### src/rtl/nearest_center_word_histogram_assert.svh
// Assertion macros shared by the histogram block.
// Needs nothing else; define ASSERT_OFF to compile the checks away.
`ifndef NEAREST_CENTER_WORD_HISTOGRAM_ASSERT_SVH
`define NEAREST_CENTER_WORD_HISTOGRAM_ASSERT_SVH
`ifndef ASSERT_OFF
// The condition must never hold outside reset.
`define ASSERT_NEVER(label, clk, rst_n, cond) \
    label: assert property (@(posedge clk) disable iff (!rst_n) !(cond)) \
        else $error("assertion failed");
// When the antecedent holds, the consequent holds in the next cycle.
`define ASSERT_NEXT(label, clk, rst_n, ante, cons) \
    label: assert property (@(posedge clk) disable iff (!rst_n) (ante) |=> (cons)) \
        else $error("assertion failed");
`else
`define ASSERT_NEVER(label, clk, rst_n, cond)
`define ASSERT_NEXT(label, clk, rst_n, ante, cons)
`endif
`endif

### src/rtl/ncwh_pkg.sv
// Shared types and constants of the nearest-center word histogram.
// Used by the controller, the datapath and the top level; depends on nothing.
package ncwh_pkg;

    localparam int DEF_MAX_CENTERS = 64;
    localparam int DEF_MAX_DIMS    = 256;

    localparam int SAMPLE_W = 16;
    localparam int SQ_W     = 32;
    localparam int SUM_W    = 40;
    localparam int COUNT_W  = 16;
    localparam int CI_W     = 6;
    localparam int DI_W     = 8;
    localparam int CC_W     = 7;
    localparam int DU_W     = 9;
    localparam int CFG_W    = 9;

    localparam logic [CC_W-1:0] CENTER_COUNT_RESET = 7'd64;
    localparam logic [DU_W-1:0] DIMS_RESET         = 9'd250;
    localparam logic [COUNT_W-1:0] BIN_MAX         = 16'hFFFF;

    // Configuration register indexes.
    localparam logic [0:0] REG_CENTER_COUNT = 1'b0;
    localparam logic [0:0] REG_DIMS_IN_USE  = 1'b1;

    typedef enum logic [1:0] {
        KIND_CB_WRITE = 2'd0,
        KIND_DESC     = 2'd1,
        KIND_END      = 2'd2
    } kind_t;

    typedef struct packed {
        logic cb_we;
        logic latch_item;
        logic acc_issue;
        logic dist_clear;
        logic hist_rd;
        logic hist_sel_best;
        logic hist_inc;
        logic out_load;
        logic out_last;
        logic hist_clear;
    } ncwh_cmd_t;

    typedef struct packed {
        logic pipe_busy;
        logic out_take;
    } ncwh_status_t;

endpackage

### src/rtl/ncwh_ctrl.sv
// Controller: configuration registers, request decode and the sequencer
// that drives the datapath. Depends on ncwh_pkg.
module ncwh_ctrl
    import ncwh_pkg::*;
#(
    parameter int MAX_CENTERS = DEF_MAX_CENTERS,
    parameter int MAX_DIMS    = DEF_MAX_DIMS,
    parameter int CW          = (MAX_CENTERS > 1) ? $clog2(MAX_CENTERS) : 1
)
(
    input  logic             clk,
    input  logic             rst_n,
    input  logic             cfg_we,
    input  logic [0:0]       cfg_addr,
    input  logic [CFG_W-1:0] cfg_data,
    input  logic             in_valid,
    output logic             in_ready,
    input  logic [1:0]       in_kind,
    input  logic [CI_W-1:0]  in_ci,
    input  logic [DI_W-1:0]  in_di,
    input  ncwh_status_t     status,
    output ncwh_cmd_t        cmd,
    output logic [CW-1:0]    k
);

    localparam int DIM_CAP = (MAX_DIMS < 256) ? MAX_DIMS : 256;

    typedef enum logic [7:0] {
        ST_IDLE      = 8'b0000_0001,
        ST_ACC       = 8'b0000_0010,
        ST_DRAIN     = 8'b0000_0100,
        ST_INC_RD    = 8'b0000_1000,
        ST_INC_WR    = 8'b0001_0000,
        ST_EMIT_RD   = 8'b0010_0000,
        ST_EMIT_LD   = 8'b0100_0000,
        ST_EMIT_HOLD = 8'b1000_0000
    } state_t;

    state_t          state_reg, state_next;
    logic [CW-1:0]   k_reg, k_next;
    logic            desc_last_reg, desc_last_next;
    logic [CC_W-1:0] center_count_reg;
    logic [DU_W-1:0] dims_in_use_reg;

    logic [CC_W-1:0] eff_centers;
    logic [DU_W-1:0] eff_dims;
    logic [CW-1:0]   last_k;
    logic [DI_W-1:0] last_d;
    logic            cb_in_range;
    logic            di_ok;

    always_ff @(posedge clk or negedge rst_n)
    begin
        if (!rst_n)
        begin
            center_count_reg <= CENTER_COUNT_RESET;
            dims_in_use_reg  <= DIMS_RESET;
        end
        else if (cfg_we)
        begin
            case (cfg_addr)
                REG_CENTER_COUNT: center_count_reg <= cfg_data[CC_W-1:0];
                REG_DIMS_IN_USE:  dims_in_use_reg  <= cfg_data[DU_W-1:0];
                default: ;
            endcase
        end
    end

    // Out-of-range settings saturate to the supported span.
    always_comb
    begin
        if (center_count_reg == '0)
            eff_centers = CC_W'(1);
        else if (center_count_reg > CC_W'(MAX_CENTERS))
            eff_centers = CC_W'(MAX_CENTERS);
        else
            eff_centers = center_count_reg;
        if (dims_in_use_reg == '0)
            eff_dims = DU_W'(1);
        else if (dims_in_use_reg > DU_W'(DIM_CAP))
            eff_dims = DU_W'(DIM_CAP);
        else
            eff_dims = dims_in_use_reg;
    end

    assign last_k      = CW'(eff_centers - CC_W'(1));
    assign last_d      = DI_W'(eff_dims - DU_W'(1));
    assign cb_in_range = (CC_W'(in_ci) < CC_W'(MAX_CENTERS)) && (11'(in_di) < 11'(MAX_DIMS));
    assign di_ok       = (DU_W'(in_di) < eff_dims);

    always_comb
    begin
        state_next     = state_reg;
        k_next         = k_reg;
        desc_last_next = desc_last_reg;
        cmd            = '0;
        in_ready       = 1'b0;
        case (state_reg)
            ST_IDLE:
            begin
                in_ready = 1'b1;
                if (in_valid)
                begin
                    case (in_kind)
                        KIND_CB_WRITE:
                        begin
                            cmd.cb_we = cb_in_range;
                        end
                        KIND_DESC:
                        begin
                            if (di_ok)
                            begin
                                cmd.latch_item = 1'b1;
                                desc_last_next = (in_di == last_d);
                                k_next         = '0;
                                state_next     = ST_ACC;
                            end
                        end
                        KIND_END:
                        begin
                            cmd.dist_clear = 1'b1;
                            k_next         = '0;
                            state_next     = ST_EMIT_RD;
                        end
                        default: ;
                    endcase
                end
            end
            ST_ACC:
            begin
                cmd.acc_issue = 1'b1;
                if (k_reg == last_k)
                    state_next = ST_DRAIN;
                else
                    k_next = k_reg + CW'(1);
            end
            ST_DRAIN:
            begin
                if (!status.pipe_busy)
                    state_next = desc_last_reg ? ST_INC_RD : ST_IDLE;
            end
            ST_INC_RD:
            begin
                cmd.hist_rd       = 1'b1;
                cmd.hist_sel_best = 1'b1;
                cmd.dist_clear    = 1'b1;
                state_next        = ST_INC_WR;
            end
            ST_INC_WR:
            begin
                cmd.hist_inc = 1'b1;
                state_next   = ST_IDLE;
            end
            ST_EMIT_RD:
            begin
                cmd.hist_rd = 1'b1;
                state_next  = ST_EMIT_LD;
            end
            ST_EMIT_LD:
            begin
                cmd.out_load = 1'b1;
                cmd.out_last = (k_reg == last_k);
                state_next   = ST_EMIT_HOLD;
            end
            ST_EMIT_HOLD:
            begin
                if (status.out_take)
                begin
                    if (k_reg == last_k)
                    begin
                        cmd.hist_clear = 1'b1;
                        state_next     = ST_IDLE;
                    end
                    else
                    begin
                        k_next     = k_reg + CW'(1);
                        state_next = ST_EMIT_RD;
                    end
                end
            end
            default:
            begin
                state_next = ST_IDLE;
            end
        endcase
    end

    always_ff @(posedge clk or negedge rst_n)
    begin
        if (!rst_n)
        begin
            state_reg     <= ST_IDLE;
            k_reg         <= '0;
            desc_last_reg <= 1'b0;
        end
        else
        begin
            state_reg     <= state_next;
            k_reg         <= k_next;
            desc_last_reg <= desc_last_next;
        end
    end

    assign k = k_reg;

endmodule

### config.mk
export PLATFORM = sky130hd
export DESIGN_NAME = ncwh_ctrl
export DESIGN_NICKNAME = d
export VERILOG_FILES = /design/src/rtl/nearest_center_word_histogram_assert.svh /design/src/rtl/ncwh_pkg.sv /design/src/rtl/ncwh_ctrl.sv
export SDC_FILE = /design/constraint.sdc
export NUM_CORES = 1
export LEC_CHECK = 0
export BUFFER_PORTS_ARGS = -buffer_cell sky130_fd_sc_hd__buf_2
export CORE_ASPECT_RATIO = 1.1
export CORE_UTILIZATION = 36
export CTS_CLUSTER_DIAMETER = 30
export DETAILED_ROUTE_END_ITERATION = 8
export REMOVE_ABC_BUFFERS = 1
export SLEW_MARGIN = 10
export SYNTH_ARGS = -nofsm -noshare
export SYNTH_HDL_FRONTEND = slang
export SYNTH_SLANG_ARGS = --single-unit
### constraint.sdc
create_clock -name clk -period 3.85 [get_ports clk]
set_clock_uncertainty 0.1 [all_clocks]
set_input_delay 0.1925 -clock clk [delete_from_list [all_inputs] [get_ports clk]]
set_output_delay 0.1925 -clock clk [all_outputs]
set_load 0.005 [all_outputs]
==> results.json <==
{
  "leakagePower_nw": 1.21,
  "async_flop_share_pct": 100,
  "htree_levels": 2,
  "critical_path_required_ns": 3.89,
  "cts_max_path_buffers": 2,
  "worst-setup-path-type": "reg2reg",
  "root_buffer": "clkbuf_8",
  "rsz0062_at_grt": "false",
  "worstPathArrival_ns": 3.46,
  "yosysSeqAreaShare_pct": 34.4,
  "finalCritPeriodShare_pct": 88.8,
  "max_slew_margin_pct": 53.3,
  "dr_total_vias": 2006,
  "fmax_mhz": 292,
  "drive_gt1_share_pct": 30.9,
  "setup-violations-final": 0,
  "fillers": 625,
  "synth_area_per_cell_sq_um": 9.05,
  "mostFrequentLayoutCells": "buf_2 (42), nand2_1 (27), dfrtp_1 (23)",
  "ios": 49,
  "die_x_um": 77.9,
  "layout-area-overhead-vs-synth_pct": 18.3,
  "insertion_delay_ns": 0.28,
  "grt_max_degree": 32,
  "hp-class": "in2reg",
  "peakVddDrop_mv": 0.259,
  "slew_violations": 0,
  "drv_cap": 0,
  "cts_made_buffers": 5,
  "cp-end-kind": "flip-flop",
  "die_h_um": 85.5,
  "grt_pass1_vias": 1838,
  "synth_edf_count": 0,
  "timing.setup.tns_ns": 0,
  "cts_tree": "yes",
  "postLayoutCoreUtil_pct": 43.8,
  "start_util_pct": 37.1,
  "synth_top_flop_cell": "dfrtp_1",
  "power_density_mw_per_mm2": 512,
  "critPathLaunchType": "flip-flop",
  "port_buffers": 42,
  "grtUsageTotal_pct": 16.4,
  "yosys_register_bits": 31,
  "status": "completed",
  "clk_pin_slew_ns": 0.07,
  "yosysWarnings": 0,
  "netlist_instances": 252,
  "finalCriticalPeriod_ns": 3.42,
  "antennaDiodeCount": 0,
  "pre_cts_ws_ns": 0.506,
  "syn_area_sq_mm": 0.00228,
  "cp_max_fo": 6,
  "route.detailed.drc": 0,
  "gp_congestion": 0.856,
  "worst_slew_pin_slew_ns": 0.700,
  "largest_reg_flops": 9,
  "grt_overflow": 0,
  "grt_antenna_before_repair": 0,
  "rows": 30,
  "drt_wl_total_mm": 5.27,
  "cts.sinks": 31,
  "fp.coreArea_sq_mm": 0.00616,
  "fin_nets": 340,
  "drtIter0Drc": 98,
  "synth_cell_type_count": 59,
  "place_area_sq_mm": 0.00257,
  "fin_ws_ns": 0.431,
  "post-route-cell-area_sq_mm": 0.00270,
  "wl_per_cell_um": 13.9,
  "die_area_sq_mm": 0.00666,
  "dr.pass1.iters": 4,
  "mostFrequentLayoutCell": "buf_2",
  "post_cts_resize_count": 0,
  "vias_per_cell": 5.31,
  "finalHoldViolCount": 0,
  "grt_pass1_wl_mm": 8.61,
  "post-dp-hpwl_mm": 4.02,
  "antenna_left": 0
}
layer usage:
metal  wire length [um]  vias up  track usage [%]
met5                  0        -                0
met4                 24        0             4.21
met3                119        2             3.01
met2               2530       21             26.7
met1               2600      974             22.5
li1                   -     1009                -
critical path, cell delays in order, from the launching register on:
cell and delay (ns):
dfrtp_1 0.43, nor4_1 0.29, buf_4 0.17, nand2b_1 0.07, nor3_1 0.21, o21ai_0 0.16, inv_1 0.09, ha_1 0.14
nand2b_1 0.11, a21oi_1 0.06, nor3_1 0.35, o2111ai_2 0.30, a21o_1 0.30, o311ai_0 0.35, o21ai_0 0.14
cell usage after synthesis (5+ instances only):
cell | number | share of area [%]
or2_2 | 5 | 1.4
dfstp_2 | 8 | 9.2
nand3_1 | 9 | 2.0
o31ai_1 | 6 | 2.0
o21ai_0 | 12 | 2.6
mux2_2 | 15 | 7.4
nor3b_1 | 6 | 2.0
nand2_1 | 27 | 4.4
a21oi_1 | 12 | 2.6
xnor2_1 | 7 | 2.7
dfrtp_1 | 23 | 25
clkbuf_1 | 5 | 0.82
nor3_1 | 6 | 1.3
nor2_1 | 16 | 2.6
ha_1 | 11 | 6.0
inv_1 | 15 | 2.5
xor2_1 | 6 | 2.3
metrics by stage:
| step | hold slack (ns) | total power (W) | cells |
|---|---|---|---|
| floorplan | -0.203 | 0.000888 | 245 |
| global placement | 0.182 | 0.00105 | 369 |
| detailed placement | 0.183 | 0.00105 | 369 |
| CTS | 0.0454 | 0.00140 | 378 |
| global route | 0.0498 | 0.00149 | 378 |
| finish | 0.0506 | 0.00138 | 378 |
report_power, final:
| part | internal [W] | switching, W |
|---|---|---|
| clock network | 0.000209 | 0.000125 |
| registers | 0.000400 | 0.0000972 |
| logic | 0.000253 | 0.000297 |
| total | 0.000863 | 0.000519 |
path summary, 6_finish.rpt:
kind                                                startpoint                         endpoint  slack (ns)  cells after the start
worst max-delay path            dims_in_use_reg[2]$_DFFE_PN0P_                 k[4]$_DFFE_PN0P_        0.43                     14
worst min-delay path                               cfg_data[6]  center_count_reg[6]$_DFFE_PN1P_        0.05                      3
worst max register to register  dims_in_use_reg[2]$_DFFE_PN0P_                 k[4]$_DFFE_PN0P_        0.43                     14
worst min register to register        state_reg[4]$_DFFE_PN0P_         state_reg[6]$_DFFE_PN0P_        0.37                      1
max in group asynchronous                                rst_n                 k[5]$_DFFE_PN0P_        2.80                      2
min in group asynchronous                                rst_n         state_reg[7]$_DFFE_PN0P_        0.40                      2
cells by family (layout without fill, tap and decap cells):
group	count (synthesis)	in the layout	share of synthesized area [%]
AOI/OAI and AO/OA	61	61	19.0
xor gates and xnor gates	13	13	4.99
adders and majority gates	11	11	6.03
buffers and inverters	22	68	4.00
DFF	31	31	34.4
muxes	16	16	7.84
and+or+nand+nor	98	98	23.7
repair_timing:
item | 4_1_cts | 5_1_grt
endpoints found under the setup margin | 0 | 0
hold buffers | 1 | 0
setup buffers | 0 | 0
hold endpoints to repair | 23 | 0
area by class of cell:
cell class              count  area (sq um)  share of cell area (%)
clock buffers               6          82.6                    3.06
clock inverters             2          35.0                    1.30
inverters                  15          56.3                    2.09
multi-input cells         199          1400                    52.0
flip-flops and latches     31           786                    29.1
well taps                  80           100                    3.71
repair buffers             45           235                    8.72
Power figures use the tool's default switching activity.
